$ cat src/sv/pcst_pkg.sv
`timescale 1ns / 1ps
`default_nettype none

package pcst_pkg;

  // Class queue geometry.
  localparam int QUEUE_DEPTH = 64;
  localparam int PTR_W       = (QUEUE_DEPTH > 1) ? $clog2(QUEUE_DEPTH) : 1;
  localparam int CNT_W       = $clog2(QUEUE_DEPTH + 1);

  localparam int READING_W = 11;
  localparam int SAMPLE_W  = 10;
  localparam int THR_W     = 10;
  localparam int CLASS_W   = 3;
  localparam int STEPS_W   = 7;
  localparam int TOTAL_W   = 16;

  localparam logic [READING_W-1:0] READING_RESET = 11'd2000;
  localparam logic [STEPS_W-1:0]   QUARTER_STEPS = 7'd50;
  localparam logic [STEPS_W-1:0]   HALF_STEPS    = 7'd100;

  // Operation codes carried in the input tuser.
  localparam logic [1:0] OP_SAMPLE  = 2'd0;
  localparam logic [1:0] OP_CLEARED = 2'd1;
  localparam logic [1:0] OP_EXIT    = 2'd2;
  localparam logic [1:0] OP_REPORT  = 2'd3;

  // Class codes; also the turntable position codes.
  localparam logic [CLASS_W-1:0] CLS_NONE  = 3'd0;
  localparam logic [CLASS_W-1:0] CLS_BLACK = 3'd1;
  localparam logic [CLASS_W-1:0] CLS_STEEL = 3'd2;
  localparam logic [CLASS_W-1:0] CLS_WHITE = 3'd3;
  localparam logic [CLASS_W-1:0] CLS_ALU   = 3'd4;

  localparam logic [1:0] FAULT_NONE  = 2'd0;
  localparam logic [1:0] FAULT_EMPTY = 2'd1;
  localparam logic [1:0] FAULT_FULL  = 2'd2;

  // Configuration register indexes.
  localparam logic [1:0] REG_ALUMINUM_MAX = 2'd0;
  localparam logic [1:0] REG_STEEL_MAX    = 2'd1;
  localparam logic [1:0] REG_WHITE_MAX    = 2'd2;
  localparam logic [1:0] REG_BLACK_MAX    = 2'd3;

  localparam logic [THR_W-1:0] ALUMINUM_MAX_RESET = 10'd100;
  localparam logic [THR_W-1:0] STEEL_MAX_RESET    = 10'd700;
  localparam logic [THR_W-1:0] WHITE_MAX_RESET    = 10'd930;
  localparam logic [THR_W-1:0] BLACK_MAX_RESET    = 10'd1000;

  typedef struct packed {
    logic [THR_W-1:0] aluminum_max;
    logic [THR_W-1:0] steel_max;
    logic [THR_W-1:0] white_max;
    logic [THR_W-1:0] black_max;
  } thresholds_t;

endpackage

`default_nettype wire

$ cat src/sv/pcst_classify.sv
`timescale 1ns / 1ps
`default_nettype none

// Maps the minimum reading onto a class code; the thresholds are tested in the
// order aluminum, steel, white, black, so the first one that holds wins.
module pcst_classify (
  input  wire logic [pcst_pkg::READING_W-1:0] min_reading,
  input  wire pcst_pkg::thresholds_t          thr,
  output logic [pcst_pkg::CLASS_W-1:0]        part_class
);

  always_comb begin
    if (min_reading <= {1'b0, thr.aluminum_max}) begin
      part_class = pcst_pkg::CLS_ALU;
    end else if (min_reading <= {1'b0, thr.steel_max}) begin
      part_class = pcst_pkg::CLS_STEEL;
    end else if (min_reading <= {1'b0, thr.white_max}) begin
      part_class = pcst_pkg::CLS_WHITE;
    end else if (min_reading <= {1'b0, thr.black_max}) begin
      part_class = pcst_pkg::CLS_BLACK;
    end else begin
      part_class = pcst_pkg::CLS_NONE;
    end
  end

endmodule

`default_nettype wire

$ cat src/sv/part_classify_sort_tracker_unit.sv
`timescale 1ns / 1ps
`default_nettype none

// Part classification and sorting tracker. The input stream carries one
// transaction per event (tuser selects sample, part cleared, part at exit or
// report) and every input transaction yields exactly one output transaction
// with the class handled, the planned turntable move, a fault code, the four
// sorted counts, the queue fill and the turntable position after the event.
// Sample, cleared and report transactions can follow one another in
// consecutive cycles; an exit transaction with a non-empty queue holds the
// input off in the exit state, as the head class comes out of the class
// queue memory, which has a registered read port, in the cycle after the
// address is presented. The output register lets the next input transaction
// in while the previous result is taken in the same cycle. Thresholds are to
// be written through the cfg port while the block is idle (not enforced).
module part_classify_sort_tracker_unit (
  input  wire logic        clk,
  input  wire logic        rst_n,
  // Input channel. tdata: sample_value [9:0], zero padding [15:10].
  input  wire logic        in_tvalid,
  output logic             in_tready,
  input  wire logic [15:0] in_tdata,
  // tuser: opcode [1:0].
  input  wire logic [1:0]  in_tuser,
  // Result channel. tdata: part_class [2:0], turn_cw [3], turn_steps [10:4],
  // fault [12:11], steel_sorted [28:13], aluminum_sorted [44:29],
  // white_sorted [60:45], black_sorted [76:61], on_belt [83:77],
  // bin_position [86:84], zero padding [87].
  output logic             out_tvalid,
  input  wire logic        out_tready,
  output logic [87:0]      out_tdata,
  // Configuration write port.
  input  wire logic        cfg_wr_en,
  input  wire logic [1:0]  cfg_index,
  input  wire logic [9:0]  cfg_wdata
);

  localparam int DEPTH = pcst_pkg::QUEUE_DEPTH;
  localparam int PW    = pcst_pkg::PTR_W;
  localparam int CW    = pcst_pkg::CNT_W;
  localparam int KW    = pcst_pkg::CLASS_W;
  localparam int TW    = pcst_pkg::TOTAL_W;

  localparam logic [PW-1:0] LAST_SLOT = PW'(DEPTH - 1);
  localparam logic [CW-1:0] FULL_CNT  = CW'(DEPTH);

  typedef enum logic [0:0] {
    S_IDLE,
    S_EXIT
  } state_t;

  state_t state_r, state_nxt;

  // Configuration registers.
  pcst_pkg::thresholds_t thr_r;

  // Tracking state. Totals and per-class queue counts are indexed by code-1.
  logic [pcst_pkg::READING_W-1:0] min_reading_r, min_reading_nxt;
  logic [PW-1:0]                  head_r, head_nxt;
  logic [PW-1:0]                  tail_r, tail_nxt;
  logic [CW-1:0]                  count_r, count_nxt;
  logic [TW-1:0]                  totals_r [4];
  logic [TW-1:0]                  totals_nxt [4];
  logic [CW-1:0]                  queued_r [4];
  logic [CW-1:0]                  queued_nxt [4];
  logic [KW-1:0]                  position_r, position_nxt;
  logic                           last_cw_r, last_cw_nxt;

  // Output register.
  logic        out_valid_r, out_valid_nxt;
  logic [87:0] out_data_r, out_data_nxt;

  // Class queue memory.
  logic [KW-1:0] queue_mem [DEPTH];
  logic [KW-1:0] rd_data_r;
  logic          mem_wr_en;
  logic          mem_rd_en;

  logic [1:0]                    op;
  logic [pcst_pkg::SAMPLE_W-1:0] sample;
  logic                          accept;
  logic [KW-1:0]                 new_class;

  // Fields of the result being assembled.
  logic [KW-1:0]                 r_class;
  logic                          r_cw;
  logic [pcst_pkg::STEPS_W-1:0]  r_steps;
  logic [1:0]                    r_fault;
  logic [TW-1:0]                 sorted [4];
  logic signed [3:0]             diff;
  logic                          load;

  assign op     = in_tuser;
  assign sample = in_tdata[pcst_pkg::SAMPLE_W-1:0];

  assign in_tready = (state_r == S_IDLE) && (!out_valid_r || out_tready);
  assign accept    = in_tvalid && in_tready;

  assign out_tvalid = out_valid_r;
  assign out_tdata  = out_data_r;

  pcst_classify u_classify (
    .min_reading (min_reading_r),
    .thr         (thr_r),
    .part_class  (new_class)
  );

  function automatic logic [PW-1:0] next_slot(input logic [PW-1:0] p);
    next_slot = (p == LAST_SLOT) ? '0 : p + PW'(1);
  endfunction

  assign mem_wr_en = accept && (op == pcst_pkg::OP_CLEARED) && (count_r < FULL_CNT);
  assign mem_rd_en = accept && (op == pcst_pkg::OP_EXIT) && (count_r != '0);

  always_comb begin
    state_nxt       = state_r;
    min_reading_nxt = min_reading_r;
    head_nxt        = head_r;
    tail_nxt        = tail_r;
    count_nxt       = count_r;
    position_nxt    = position_r;
    last_cw_nxt     = last_cw_r;
    for (int k = 0; k < 4; k++) begin
      totals_nxt[k] = totals_r[k];
      queued_nxt[k] = queued_r[k];
    end
    r_class = pcst_pkg::CLS_NONE;
    r_cw    = 1'b0;
    r_steps = '0;
    r_fault = pcst_pkg::FAULT_NONE;
    diff    = '0;
    load    = 1'b0;

    if (state_r == S_EXIT) begin
      // Head class is now on the memory read port.
      load      = 1'b1;
      state_nxt = S_IDLE;
      head_nxt  = next_slot(head_r);
      count_nxt = count_r - CW'(1);
      for (int k = 0; k < 4; k++) begin
        if ((rd_data_r == KW'(k + 1)) && (queued_r[k] != '0)) begin
          queued_nxt[k] = queued_r[k] - CW'(1);
        end
      end
      r_class = rd_data_r;
      diff    = $signed({1'b0, rd_data_r}) - $signed({1'b0, position_r});
      if ((diff == 4'sd3) || (diff == -4'sd1)) begin
        r_steps     = pcst_pkg::QUARTER_STEPS;
        r_cw        = 1'b0;
        last_cw_nxt = 1'b0;
      end else if ((diff == -4'sd3) || (diff == 4'sd1)) begin
        r_steps     = pcst_pkg::QUARTER_STEPS;
        r_cw        = 1'b1;
        last_cw_nxt = 1'b1;
      end else if ((diff == 4'sd2) || (diff == -4'sd2)) begin
        r_steps = pcst_pkg::HALF_STEPS;
        r_cw    = last_cw_r;
      end
      position_nxt = rd_data_r;
    end else if (accept) begin
      unique case (op)
        pcst_pkg::OP_SAMPLE: begin
          load = 1'b1;
          if ({1'b0, sample} < min_reading_r) begin
            min_reading_nxt = {1'b0, sample};
          end
        end
        pcst_pkg::OP_CLEARED: begin
          load    = 1'b1;
          r_class = new_class;
          for (int k = 0; k < 4; k++) begin
            if (new_class == KW'(k + 1)) begin
              totals_nxt[k] = totals_r[k] + TW'(1);
            end
          end
          if (count_r >= FULL_CNT) begin
            r_fault = pcst_pkg::FAULT_FULL;
          end else begin
            tail_nxt  = next_slot(tail_r);
            count_nxt = count_r + CW'(1);
            for (int k = 0; k < 4; k++) begin
              if (new_class == KW'(k + 1)) begin
                queued_nxt[k] = queued_r[k] + CW'(1);
              end
            end
          end
          min_reading_nxt = pcst_pkg::READING_RESET;
        end
        pcst_pkg::OP_EXIT: begin
          if (count_r == '0) begin
            load    = 1'b1;
            r_fault = pcst_pkg::FAULT_EMPTY;
          end else begin
            state_nxt = S_EXIT;
          end
        end
        pcst_pkg::OP_REPORT: begin
          load = 1'b1;
        end
        default: begin
          load = 1'b1;
        end
      endcase
    end

    for (int k = 0; k < 4; k++) begin
      sorted[k] = totals_nxt[k] - TW'(queued_nxt[k]);
    end

    out_data_nxt = {1'b0, position_nxt, 7'(count_nxt),
                    sorted[0], sorted[2], sorted[3], sorted[1],
                    r_fault, r_steps, r_cw, r_class};

    if (load) begin
      out_valid_nxt = 1'b1;
    end else if (out_tready) begin
      out_valid_nxt = 1'b0;
    end else begin
      out_valid_nxt = out_valid_r;
    end
  end

  always_ff @(posedge clk) begin
    if (!rst_n) begin
      state_r       <= S_IDLE;
      out_valid_r   <= 1'b0;
      min_reading_r <= pcst_pkg::READING_RESET;
      head_r        <= '0;
      tail_r        <= '0;
      count_r       <= '0;
      position_r    <= pcst_pkg::CLS_BLACK;
      last_cw_r     <= 1'b1;
      for (int k = 0; k < 4; k++) begin
        totals_r[k] <= '0;
        queued_r[k] <= '0;
      end
    end else begin
      state_r       <= state_nxt;
      out_valid_r   <= out_valid_nxt;
      min_reading_r <= min_reading_nxt;
      head_r        <= head_nxt;
      tail_r        <= tail_nxt;
      count_r       <= count_nxt;
      position_r    <= position_nxt;
      last_cw_r     <= last_cw_nxt;
      for (int k = 0; k < 4; k++) begin
        totals_r[k] <= totals_nxt[k];
        queued_r[k] <= queued_nxt[k];
      end
    end
    if (load) begin
      out_data_r <= out_data_nxt;
    end
  end

  // Threshold registers.
  always_ff @(posedge clk) begin
    if (!rst_n) begin
      thr_r.aluminum_max <= pcst_pkg::ALUMINUM_MAX_RESET;
      thr_r.steel_max    <= pcst_pkg::STEEL_MAX_RESET;
      thr_r.white_max    <= pcst_pkg::WHITE_MAX_RESET;
      thr_r.black_max    <= pcst_pkg::BLACK_MAX_RESET;
    end else if (cfg_wr_en) begin
      unique case (cfg_index)
        pcst_pkg::REG_ALUMINUM_MAX: thr_r.aluminum_max <= cfg_wdata;
        pcst_pkg::REG_STEEL_MAX:    thr_r.steel_max    <= cfg_wdata;
        pcst_pkg::REG_WHITE_MAX:    thr_r.white_max    <= cfg_wdata;
        pcst_pkg::REG_BLACK_MAX:    thr_r.black_max    <= cfg_wdata;
        default: begin
        end
      endcase
    end
  end

  // Class queue: one write port at the tail, one registered read at the head.
  always_ff @(posedge clk) begin
    if (mem_wr_en) begin
      queue_mem[tail_r] <= new_class;
    end
    if (mem_rd_en) begin
      rd_data_r <= queue_mem[head_r];
    end
  end

endmodule

`default_nettype wire

$ cat config.mk
export PLATFORM = sky130hd
export DESIGN_NAME = part_classify_sort_tracker_unit
export DESIGN_NICKNAME = d
export VERILOG_FILES = /design/src/sv/pcst_pkg.sv /design/src/sv/pcst_classify.sv /design/src/sv/part_classify_sort_tracker_unit.sv
export SDC_FILE = /design/constraint.sdc
export NUM_CORES = 1
export LEC_CHECK = 0
export BUFFER_PORTS_ARGS = -buffer_cell sky130_fd_sc_hd__buf_4
export CAP_MARGIN = 20
export CORE_UTILIZATION = 55
export DETAILED_ROUTE_END_ITERATION = 8
export GPL_TIMING_DRIVEN = 1
export PLACE_DENSITY_LB_ADDON = 0.1
export SLEW_MARGIN = 20
export SYNTH_ARGS = -nofsm -noshare
export SYNTH_HDL_FRONTEND = slang
export SYNTH_SLANG_ARGS = --single-unit
export TNS_END_PERCENT = 10
$ cat constraint.sdc
create_clock -name clk -period 5.45 [get_ports clk]
set_input_delay 0 -clock clk [delete_from_list [all_inputs] [get_ports clk]]
set_output_delay 0 -clock clk [all_outputs]
set_load 0.03 [all_outputs]
==> results of run 1 <==
worst max-delay path by stage:
stage | startpoint | to | slack, ps | cells after the start
2_1_floorplan | min_reading_r[4] | out_tdata[73] | 140 | 23
3_3_place_gp | min_reading_r[9] | out_tdata[41] | 300 | 22
3_5_place_dp | min_reading_r[9] | out_tdata[41] | 240 | 22
4_1_cts | min_reading_r[9] | out_tdata[41] | 150 | 22
5_1_grt | thr_r[39] | out_tdata[41] | -20 | 23
6_report | thr_r[39] | out_tdata[41] | 270 | 23
registers in the layout, summed over array words and instances (netlist names), 3 cells and up:
| signal | cells |
|---|---|
| min_reading_r | 11 |
| queued_r | 28 |
| tail_r | 6 |
| count_r | 7 |
| head_r | 6 |
| position_r | 3 |
| thr_r | 40 |
| queue_mem | 192 |
| out_tdata | 83 |
| rd_data_r | 3 |
| totals_r | 64 |
critical path: stages (launching register included):
cell	delay, ps
dfxtp_1	340
inv_1	50
ha_1	330
a211oi_1	260
nand2_1	150
a2111oi_1	370
buf_4	210
o21ai_1	90
nor2_2	160
a21oi_1	70
xnor2_1	250
ha_1	210
inv_1	60
fa_1	410
a21o_1	200
a21oi_1	190
o21bai_1	90
a21oi_1	190
nand2b_1	130
nand3b_1	110
or4_1	600
a31o_2	280
a21oi_1	100
nand3_1	80
repair_timing:
item	CTS	global route
hold endpoints to repair	53	0
resized for setup	0	6
endpoints found under the setup margin	0	11
hold buffers	37	0
metrics by stage:
step	power [mW]	utilization [%]	cell area (µm²)	hold WS (ps)
floorplan	4.23	-	21600	136
global placement	4.45	59.6	23000	268
detailed placement	4.47	59.6	23000	272
CTS	7.72	64.7	25000	52.2
global route	7.91	64.7	25000	72.8
finish	7.65	64.7	25000	68.9
final cells by class:
type                            instances  area [µm²]  share of cell area [%]
Timing Repair Buffer                  183        1470                    5.86
Clock buffer                           69        1370                    5.48
Tap cell                              518         648                    2.59
Multi-Input combinational cell       1227        9200                    36.8
Sequential cell                       446       11700                    46.8
Clock inverter                         21         208                   0.830
Inverter                              106         403                    1.61
cell families (layout without fill, tap and decap cells):
kind of cell / after synthesis / in the layout / share of synthesized area [%]
flops: 446 / 446 / 54.3
buf+inv: 178 / 379 / 3.19
compound gates: 222 / 222 / 7.08
other cells: 1 / 3 / 0.0174
fa+ha+maj: 111 / 111 / 6.59
xor+xnor: 151 / 151 / 6.13
simple gates: 653 / 653 / 14.9
mux: 87 / 87 / 7.76
layer usage:
metal | track usage, % | wire [µm]
met1 | 32.6 | 21000
met2 | 39.4 | 21900
met3 | 4.07 | 2610
met4 | 7.63 | 1200
met5 | 0 | 0
cells in the final DEF (no fill, tap or decap), types with 13 or more instances in the layout:
cell and count:
nand4_1 28, xnor2_1 82, nor2b_1 14, edfxtp_1 278
o211ai_1 23, ha_1 103, nand3_1 56, o21ai_0 26
dlygate4sd3_1 37, clkbuf_1 13, mux2i_1 13, nand2b_1 18
nand2_1 151, mux4_2 63, nor3_1 22, dfxtp_1 165
nand3b_1 15, and3_1 17, and2_1 49, a21oi_1 73
clkbuf_16 49, a21o_1 26, nor2_1 210, buf_4 146
inv_1 103, xor2_1 69
power by group:
part	internal (mW)	total, mW	switching, mW	leakage, nW
clock network	1.90	3.24	1.34	0.781
logic	0.235	0.654	0.419	4.46
registers	3.72	3.76	0.0427	4.00
total	5.85	7.65	1.80	9.24
==> key figures, run 1 <==
Timing
  • Period utilization: 95.0%
  • Setup_tns: 0 ps
  • Slew @ Worst Pin: 1060 ps
  • Max-slew violations: 0
  • Max Clock Skew: 14.9 ps
  • Post-route minimum period: 5180 ps
  • Setup ws final: 272 ps
  • Final Setup Violations: 0
  • Relative slew slack: 29.3%
  • RSZ-0062 raised after global routing: true
  • Hold Violations, Final: 0
  • Max Clock Freq: 0.193 GHz

Drt
  • Initial DRC Count: 877
  • Via count: 14368
  • Final ANT Viol Nets: 0
  • WL/cell: 18.2 µm
  • Pre-antenna DRT Iters: 5
  • Vias/cell: 5.59
  • Total Wirelength: 46800 µm
  • DRC: 0

Worst hold path
  • Hold Crit Depth: 5
  • Min-Delay Endpoint: out_tdata[11]
  • Min-Delay Path Class: in2reg
  • HP Start: in_tuser[0]

Clocking
  • CTS sink cnt: 446
  • Max clock buf depth: 3
  • CTS tree: yes
  • Root Buffer: clkbuf_16
  • Clock slew at reported path FFs: 60 ps
  • Htree depth: 2
  • Post-CTS Setup Bufs: 0
  • Clk_lat worst skew: 590 ps
  • CTS Buf Count: 48

Floorplan
  • Std cell rows: 72
  • Initial core utilization: 55.8%
  • Die X: 200 µm
  • Die ar.: 0.0400 mm²
  • IO Count: 125
  • Die Y: 200 µm
  • Core area: 0.0386 mm²

Yosys
  • Synth area leaders: edfxtp_1 39%, dfxtp_1 16%, mux4_2 6.6%
  • Area leader, netlist: edfxtp_1
  • Yosys top cell area share: 38.7%
  • Synth warnings: 0
  • Mapped Area: 0.0216 mm²
  • Post-synth ARST share: 0%
  • Post-Synthesis Cells: 1849
  • Most frequent cell after synthesis: edfxtp_1
  • Post-synthesis sequential area ratio: 54.3%
  • Synth cell types: 81
  • Post-Syn Area per Cell: 11.7 µm²
  • FF+latch count, synth: 446
  • Synth top cells by count: 278 x edfxtp_1, 212 x nor2_1, 168 x dfxtp_1
  • Ys flop type: edfxtp_1
  • Post-synth EDFFs: 278

GRT
  • Gr usage total: 24.0%
  • Vias in the first global route: 13804
  • First-pass GRT wire length: 73900 µm
  • Largest net degree at the start of global routing: 69
  • Overflow after GRT: 0
  • Initial antenna violation count: 0

Power and ir drop
  • Pwr per Cell Area: 306 mW/mm²
  • Peak VDD IR: 0.000292 V
  • Leakage: 9.24 nW

Setup path
  • CP startpoint kind: flip-flop
  • Crit path required time: 5770 ps
  • Worst r2r path cells: 23
  • Crit path DAT: 5500 ps
  • Reg-to-reg endpoint: out_tdata[41]
  • FF-to-FF setup slack: 270 ps
  • Crit path kind: reg2reg
  • R2R Path Start: thr_r[39]
  • Critical Path Sink Type: flip-flop
  • Crit path max fanout: 4

Layout
  • # diodes: 0
  • # fillers: 3023
  • P&R area growth vs syn: 16.0%
  • Layout cells sized above 1: 16.1%
  • Final nets: 2155
  • Final Non-Filler Cells: 2570

Place
  • Number of buffers added on ports: 115
  • DP HPWL: 32100 µm
  • Placer congestion estimate: 0.866
  • Dpl ws: 238 ps
  • Placed cell count: 2443

Run status
  • Status: finished, final reports clean

Run
  • Max Cap Viol: 0
No activity file was read; power rests on OpenSTA's default activity.
==> inputs of run 2 (changes only) <==
- SYNTH_HIERARCHICAL: default -> 1
==> run 2 against run 1 <==
- clock skew rose by 4.8 ps
- sequential power fell by 1%
- sequential share of layout area rose by 0.060 points
- hold slack got worse by 27 ps
- global-route usage fell by 0.15 points
- largest power group unchanged
==> key figures, run 2 <==
Run status
  • Status: finished, final reports clean

Yosys
  • Post-synthesis sequential area ratio: 54.4% (+0.079 points)
  • Synth warnings: 6 (+6)
  • Area leader, netlist: edfxtp_1
  • Ys flop type: edfxtp_1
  • FF+latch count, synth: 446 (unchanged)
  • Synth area leaders: edfxtp_1 39%, dfxtp_1 16%, mux4_2 6.6%
  • Synth cell types: 97 (+20%)
  • Yosys top cell area share: 38.8% (+0.056 points)
  • Post-synth EDFFs: 278 (unchanged)
  • Post-synth ARST share: 0% (unchanged)
  • Mapped Area: 0.0215 mm² (-0.15%)
  • Post-Syn Area per Cell: 11.6 µm² (-0.90%)
  • Post-Synthesis Cells: 1863 (+0.76%)
  • Most frequent cell after synthesis: edfxtp_1
  • Synth top cells by count: 278 x edfxtp_1, 229 x nor2_1, 183 x nand2_1

Worst hold path
  • Min-Delay Path Class: in2reg
  • Min-Delay Endpoint: out_tdata[11]
  • HP Start: in_tvalid
  • Hold Crit Depth: 3 (-2)

Setup path
  • FF-to-FF setup slack: 300 ps (+30 ps)
  • Critical Path Sink Type: flip-flop
  • Reg-to-reg endpoint: out_tdata[60]
  • Crit path required time: 5780 ps (about the same)
  • Crit path max fanout: 6 (+2)
  • Worst r2r path cells: 20 (-13%)
  • Crit path DAT: 5480 ps (-20 ps)
  • Crit path kind: reg2reg
  • CP startpoint kind: flip-flop
  • R2R Path Start: min_reading_r[7]

Layout
  • Final nets: 2168 (+0.60%)
  • Layout cells sized above 1: 17.5% (+1.4 points)
  • Post-layout util: 64.7% (about the same)
  • Top reg by flops: queue_mem
  • # fillers: 3038 (+0.50%)
  • Most frequent cells in the layout: 278 x edfxtp_1, 228 x nor2_1, 180 x nand2_1
  • # diodes: 0 (unchanged)
  • P&R area growth vs syn: 16.1% (about the same)
  • Max reg flops: 192 (unchanged)
  • Commonest non-fill, non-tap cell in the layout: edfxtp_1

Floorplan
  • Die X: 200 µm (about the same)
  • Die ar.: 0.0399 mm² (-0.14%)
  • Std cell rows: 72 (unchanged)
  • Core area: 0.0386 mm² (unchanged)
  • IO Count: 125 (unchanged)
  • Initial core utilization: 55.7% (-0.081 points)
  • Die Y: 200 µm (about the same)

Drt
  • Pre-antenna DRT Iters: 5 (unchanged)
  • Vias/cell: 5.57 (-0.43%)
  • Initial DRC Count: 980 (+12%)
  • DRC: 0 (unchanged)
  • Total Wirelength: 46400 µm (-0.87%)
  • WL/cell: 17.9 µm (-1.4%)
  • Via count: 14390 (+0.15%)
  • Final ANT Viol Nets: 0 (unchanged)

Timing
  • Setup_tns: 0 ps (unchanged)
  • Period utilization: 94.4% (-0.60 points)
  • Setup ws final: 304 ps (+32.6 ps)
  • Final Setup Violations: 0 (unchanged)
  • Max Clock Skew: 19.7 ps (+4.75 ps)
  • Post-route minimum period: 5150 ps (-32.6 ps)
  • Slew @ Worst Pin: 1000 ps (-57.2 ps)
  • RSZ-0062 raised after global routing: true
  • Max Clock Freq: 0.194 GHz (+0.63%)
  • Relative slew slack: 33.2% (+3.9 points)
  • Max-slew violations: 0 (unchanged)
  • Hold Violations, Final: 0 (unchanged)

Power and ir drop
  • Total power: 7.26 mW (-5.2%)
  • Leakage: 9.40 nW (+1.8%)
  • Reg power frac: 51.2% (+2.1 points)
  • Net load switching power: 1.73 mW (-3.9%)
  • Int Pwr: 5.53 mW (-5.6%)
  • Clock power frac: 41.4% (-0.9 points)
  • Switching share of power: 23.9% (+0.32 points)
  • Combinational power share: 7.4% (-1.1 points)
  • Peak VDD IR: 0.000267 V (-8.5%)
  • Pwr per Cell Area: 290 mW/mm² (-5.1%)

GRT
  • Largest net degree at the start of global routing: 66 (-4.3%)
  • Vias in the first global route: 14039 (+1.7%)
  • Gr usage total: 23.9% (-0.15 points)
  • Overflow after GRT: 0 (unchanged)
  • Initial antenna violation count: 0 (unchanged)
  • First-pass GRT wire length: 73800 µm (about the same)

Place
  • Placer congestion estimate: 0.863 (-0.27%)
  • Dpl ws: 131 ps (-107 ps)
  • DP HPWL: 31600 µm (-1.6%)
  • Number of buffers added on ports: 115 (unchanged)

Clocking
  • Root Buffer: clkbuf_16
  • CTS Buf Count: 47 (-2.1%)
  • CTS tree: yes
  • Clock slew at reported path FFs: 60 ps (about the same)
  • Max clock buf depth: 3 (unchanged)
  • Htree depth: 2 (unchanged)
  • CTS sink cnt: 446 (unchanged)
  • Clk_lat worst skew: 600 ps (about the same)

Run
  • Max Cap Viol: 0 (unchanged)
==> run 2: worst max path at each step <==
stage | from | end | depth (start not counted)
3_5_place_dp | min_reading_r[9] | out_tdata[41] | 21
2_1_floorplan | min_reading_r[8] | out_tdata[69] | 22
5_1_grt | min_reading_r[9] | out_tdata[76] | 22
3_3_place_gp | min_reading_r[9] | out_tdata[76] | 22
4_1_cts | min_reading_r[9] | out_tdata[41] | 21
6_report | min_reading_r[7] | out_tdata[60] | 20
==> run 2: worst max-delay path, cell delays in order, from the launching register on <==
cell	delay, ps
dfxtp_1	390
ha_1	250
a21o_1	170
a211oi_2	240
nand2b_1	110
or3_4	380
a31oi_4	250
nand4b_1	240
buf_4	220
nor3_2	200
mux2_2	410
ha_1	270
nor2b_1	120
o21ai_0	210
a21boi_0	190
nor4_1	230
nor4b_1	110
buf_4	150
or3_1	380
nor3b_1	270
xnor2_1	90
==> run 2: per-stage QoR <==
step / cells / area, µm² / hold slack [ps]
2_1_floorplan: 1865 / 21700 / 124
3_3_place_gp: 2460 / 23200 / 240
3_5_place_dp: 2460 / 23200 / 245
4_1_cts: 2583 / 25000 / 10.0
5_1_grt: 2585 / 25000 / 54.5
6_report: 2585 / 25000 / 42.2
==> run 2: cell type report <==
type	instances	area, µm²	share of cell area, %
Clock inverter	29	201	0.806
Inverter	103	388	1.55
Tap cell	518	648	2.59
Sequential cell	446	11700	46.9
Clock buffer	58	1230	4.91
Multi-Input combinational cell	1249	9360	37.4
Timing Repair Buffer	182	1460	5.82
==> run 2: power groups by stage <==
stage               clock network [mW]  logic [mW]  registers, mW
floorplan                            0       0.232           3.88
global placement                     0       0.513           3.79
detailed placement                   0       0.522           3.79
CTS                               3.07       0.543           3.72
global route                      3.19       0.588           3.72
finish                            3.00       0.540           3.72
==> run 2: logic make-up (layout without fill, tap and decap cells) <==
group / count (synthesis) / in the layout / synth area share, %
multiplexers: 90 / 90 / 7.87
flip-flops: 446 / 446 / 54.4
XOR/XNOR: 148 / 148 / 6.02
buffers and inverters: 170 / 372 / 3.09
other: 1 / 3 / 0.0174
AND/OR/NAND/NOR: 723 / 723 / 16.6
adder cells (fa/ha/maj): 106 / 106 / 6.32
AO/OA/AOI/OAI: 179 / 179 / 5.72
==> run 2: layer usage <==
| metal | GRT usage [%] | wire [µm] | vias up |
|---|---|---|---|
| li1 | - | - | 7000 |
| met5 | 0 | 0 | - |
| met2 | 40.3 | 22600 | 356 |
| met4 | 7.69 | 1080 | 0 |
| met1 | 32.0 | 20500 | 6966 |
| met3 | 3.07 | 2210 | 68 |
==> run 2: what timing repair did <==
| item | 4_1_cts | 5_1_grt |
|---|---|---|
| resized for setup | 0 | 11 |
| endpoints found under the hold margin | 54 | 0 |
| hold buffers | 36 | 0 |
| buffers inserted | 0 | 1 |
| endpoints found under the setup margin | 0 | 16 |
==> inputs of run 3 (changes only) <==
- MAX_ROUTING_LAYER: default -> met4
==> run 3 against run 2 <==
- wire length is 0.36% lower
- sequential power hardly changed
- critical endpoint unchanged
- worst setup slack worse by 8.9 ps
- critical path type unchanged
- largest cell class unchanged
- highest routed layer unchanged
==> key figures, run 3 (synthesis results as in run 2) <==
Place
  • Dpl ws: 131 ps (unchanged)
  • Placed cell count: 2460 (unchanged)
  • DP HPWL: 31600 µm (unchanged)
  • Placer congestion estimate: 0.877 (+1.6%)
  • Number of buffers added on ports: 115 (unchanged)
  • Placement-stage cell area: 0.0232 mm² (unchanged)

Setup path
  • Critical Path Max Stage Delay: 410 ps (about the same)
  • Worst-path cell chain: ha_1 > a21o_1 > a211oi_2 > nand2b_1 > or3_4 > a31oi_4 > nand4b_1 > buf_4 > nor3_2 > mux2_2 > ha_1 > nor2b_1 > o21ai_0 > a21boi_0 > nor4_1 > nor4b_1 > buf_4 > or3_1 > nor3b_1 > xnor2_1
  • Worst r2r path cells: 20 (unchanged)
  • Crit path kind: reg2reg
  • Crit path DAT: 5490 ps (about the same)
  • CP startpoint kind: flip-flop
  • CP Depth: 20 (unchanged)
  • Crit path max fanout: 6 (unchanged)
  • Top delay family on crit path: simple AND/OR/NAND/NOR gates
  • Critical Path Sink Type: flip-flop
  • CP bufs+invs: 2 (unchanged)
  • Slowest CP cell: mux2_2
  • Crit path required time: 5780 ps (about the same)

Layout
  • Final instance area: 0.0250 mm² (unchanged)
  • # diodes: 0 (unchanged)
  • Top reg by flops: queue_mem
  • Post-layout util: 64.7% (unchanged)
  • Most frequent cells in the layout: 278 x edfxtp_1, 228 x nor2_1, 180 x nand2_1
  • Final Non-Filler Cells: 2585 (unchanged)
  • Commonest non-fill, non-tap cell in the layout: edfxtp_1
  • Layout cells sized above 1: 17.5% (unchanged)
  • Max reg flops: 192 (unchanged)
  • Final nets: 2168 (unchanged)
  • P&R area growth vs syn: 16.1% (unchanged)

Floorplan
  • Die ar.: 0.0399 mm² (unchanged)
  • Die Y: 200 µm (unchanged)
  • IO Count: 125 (unchanged)
  • Core area: 0.0386 mm² (unchanged)
  • Die X: 200 µm (unchanged)
  • Std cell rows: 72 (unchanged)
  • Initial core utilization: 55.7% (unchanged)

Timing
  • Final Setup Violations: 0 (unchanged)
  • Max-slew violations: 0 (unchanged)
  • Hold Violations, Final: 0 (unchanged)
  • Relative slew slack: 33.4% (+0.20 points)
  • Setup ws final: 295 ps (-8.90 ps)
  • Setup_tns: 0 ps (unchanged)
  • RSZ-0062 raised after global routing: true
  • Max Clock Skew: 20.2 ps (+0.511 ps)
  • Period utilization: 94.6% (+0.16 points)
  • Slew @ Worst Pin: 1000 ps (-2.95 ps)
  • Post-route minimum period: 5150 ps (+8.90 ps)
  • WHS: 40.9 ps (-1.28 ps)
  • Max Clock Freq: 0.194 GHz (-0.17%)

Clocking
  • CTS tree: yes
  • Clk_lat worst skew: 600 ps (about the same)
  • CTS Buf Count: 47 (unchanged)
  • Htree depth: 2 (unchanged)
  • Clock slew at reported path FFs: 60 ps (about the same)
  • Root Buffer: clkbuf_16
  • Max clock buf depth: 3 (unchanged)
  • CTS sink cnt: 446 (unchanged)

Drt
  • Final ANT Viol Nets: 0 (unchanged)
  • Vias/cell: 5.56 (-0.10%)
  • Total Wirelength: 46200 µm (-0.36%)
  • Initial DRC Count: 889 (-9.3%)
  • Pre-antenna DRT Iters: 6 (+1)
  • DRC: 0 (unchanged)
  • WL/cell: 17.9 µm (-0.36%)
  • Via count: 14375 (-0.10%)

Power and ir drop
  • Pwr per Cell Area: 290 mW/mm² (about the same)
  • Leakage: 9.40 nW (unchanged)
  • Peak VDD IR: 0.000267 V (+0.23%)
  • Total power: 7.26 mW (about the same)

GRT
  • Vias in the first global route: 14044 (+0.036%)
  • GR Util met2: 40.3% (unchanged)
  • Initial antenna violation count: 0 (unchanged)
  • Largest net degree at the start of global routing: 66 (unchanged)
  • Gr usage total: 24.6% (+0.73 points)
  • Met3 usage: 3.07% (unchanged)
  • GR Layer Usage met1: 31.9% (-0.034 points)
  • First-pass GRT wire length: 73800 µm (about the same)
  • Overflow after GRT: 0 (unchanged)
  • Layer with the highest usage: met2

Run
  • Max Cap Viol: 0 (unchanged)

Worst hold path
  • Min-Delay Path Class: in2reg
  • Hold Crit Depth: 3 (unchanged)

Run status
  • Status: finished, final reports clean
==> run 3: cell counts in the layout (fill, tap and decap cells not counted) <==
No cell type changed its count.
==> run 3: area by class of cell <==
class | instances | area [µm²]
sequential | 446 | 11700
fill | 3038 | 13600
inverter | 103 | 388
tap | 518 | 648
clock buffer | 58 | 1230
multi-input combinational | 1249 | 9360
timing repair buffer | 182 | 1460
clock inverter | 29 | 201
==> run 3: path summary, 6_finish.rpt <==
| check | start | slack, ps | end |
|---|---|---|---|
| worst max-delay path | min_reading_r[7] | 300 | out_tdata[60] |
| worst min-delay path | in_tvalid | 40 | out_tdata[11] |
| worst max register to register | min_reading_r[7] | 300 | out_tdata[60] |
| worst min register to register | thr_r[26] | 450 | thr_r[26] |
==> run 3: where the power goes <==
| group | switching, mW | internal (mW) |
|---|---|---|
| sequential | 0.0422 | 3.67 |
| combinational | 0.343 | 0.197 |
| clock | 1.35 | 1.66 |
==> run 3: tightest hold or removal path, stage by stage <==
cell and delay (ps):
buf_4 100, and3_1 220, and4_1 200
==> run 3: per-layer routing <==
| metal | up-vias | part of all wire [%] | wire, µm |
|---|---|---|---|
| met5 | - | 0 | 0 |
| met4 | 0 | 2.2 | 1030 |
| met3 | 63 | 4.8 | 2230 |
| met2 | 351 | 49 | 22500 |
| met1 | 6961 | 44 | 20500 |
| li1 | 7000 | - | - |
==> run 3: what timing repair did <==
item,CTS,global route
resized for setup,0,11
hold buffers,36,0
buffers inserted,0,1
setup endpoints to repair,0,16
endpoints found under the hold margin,54,0
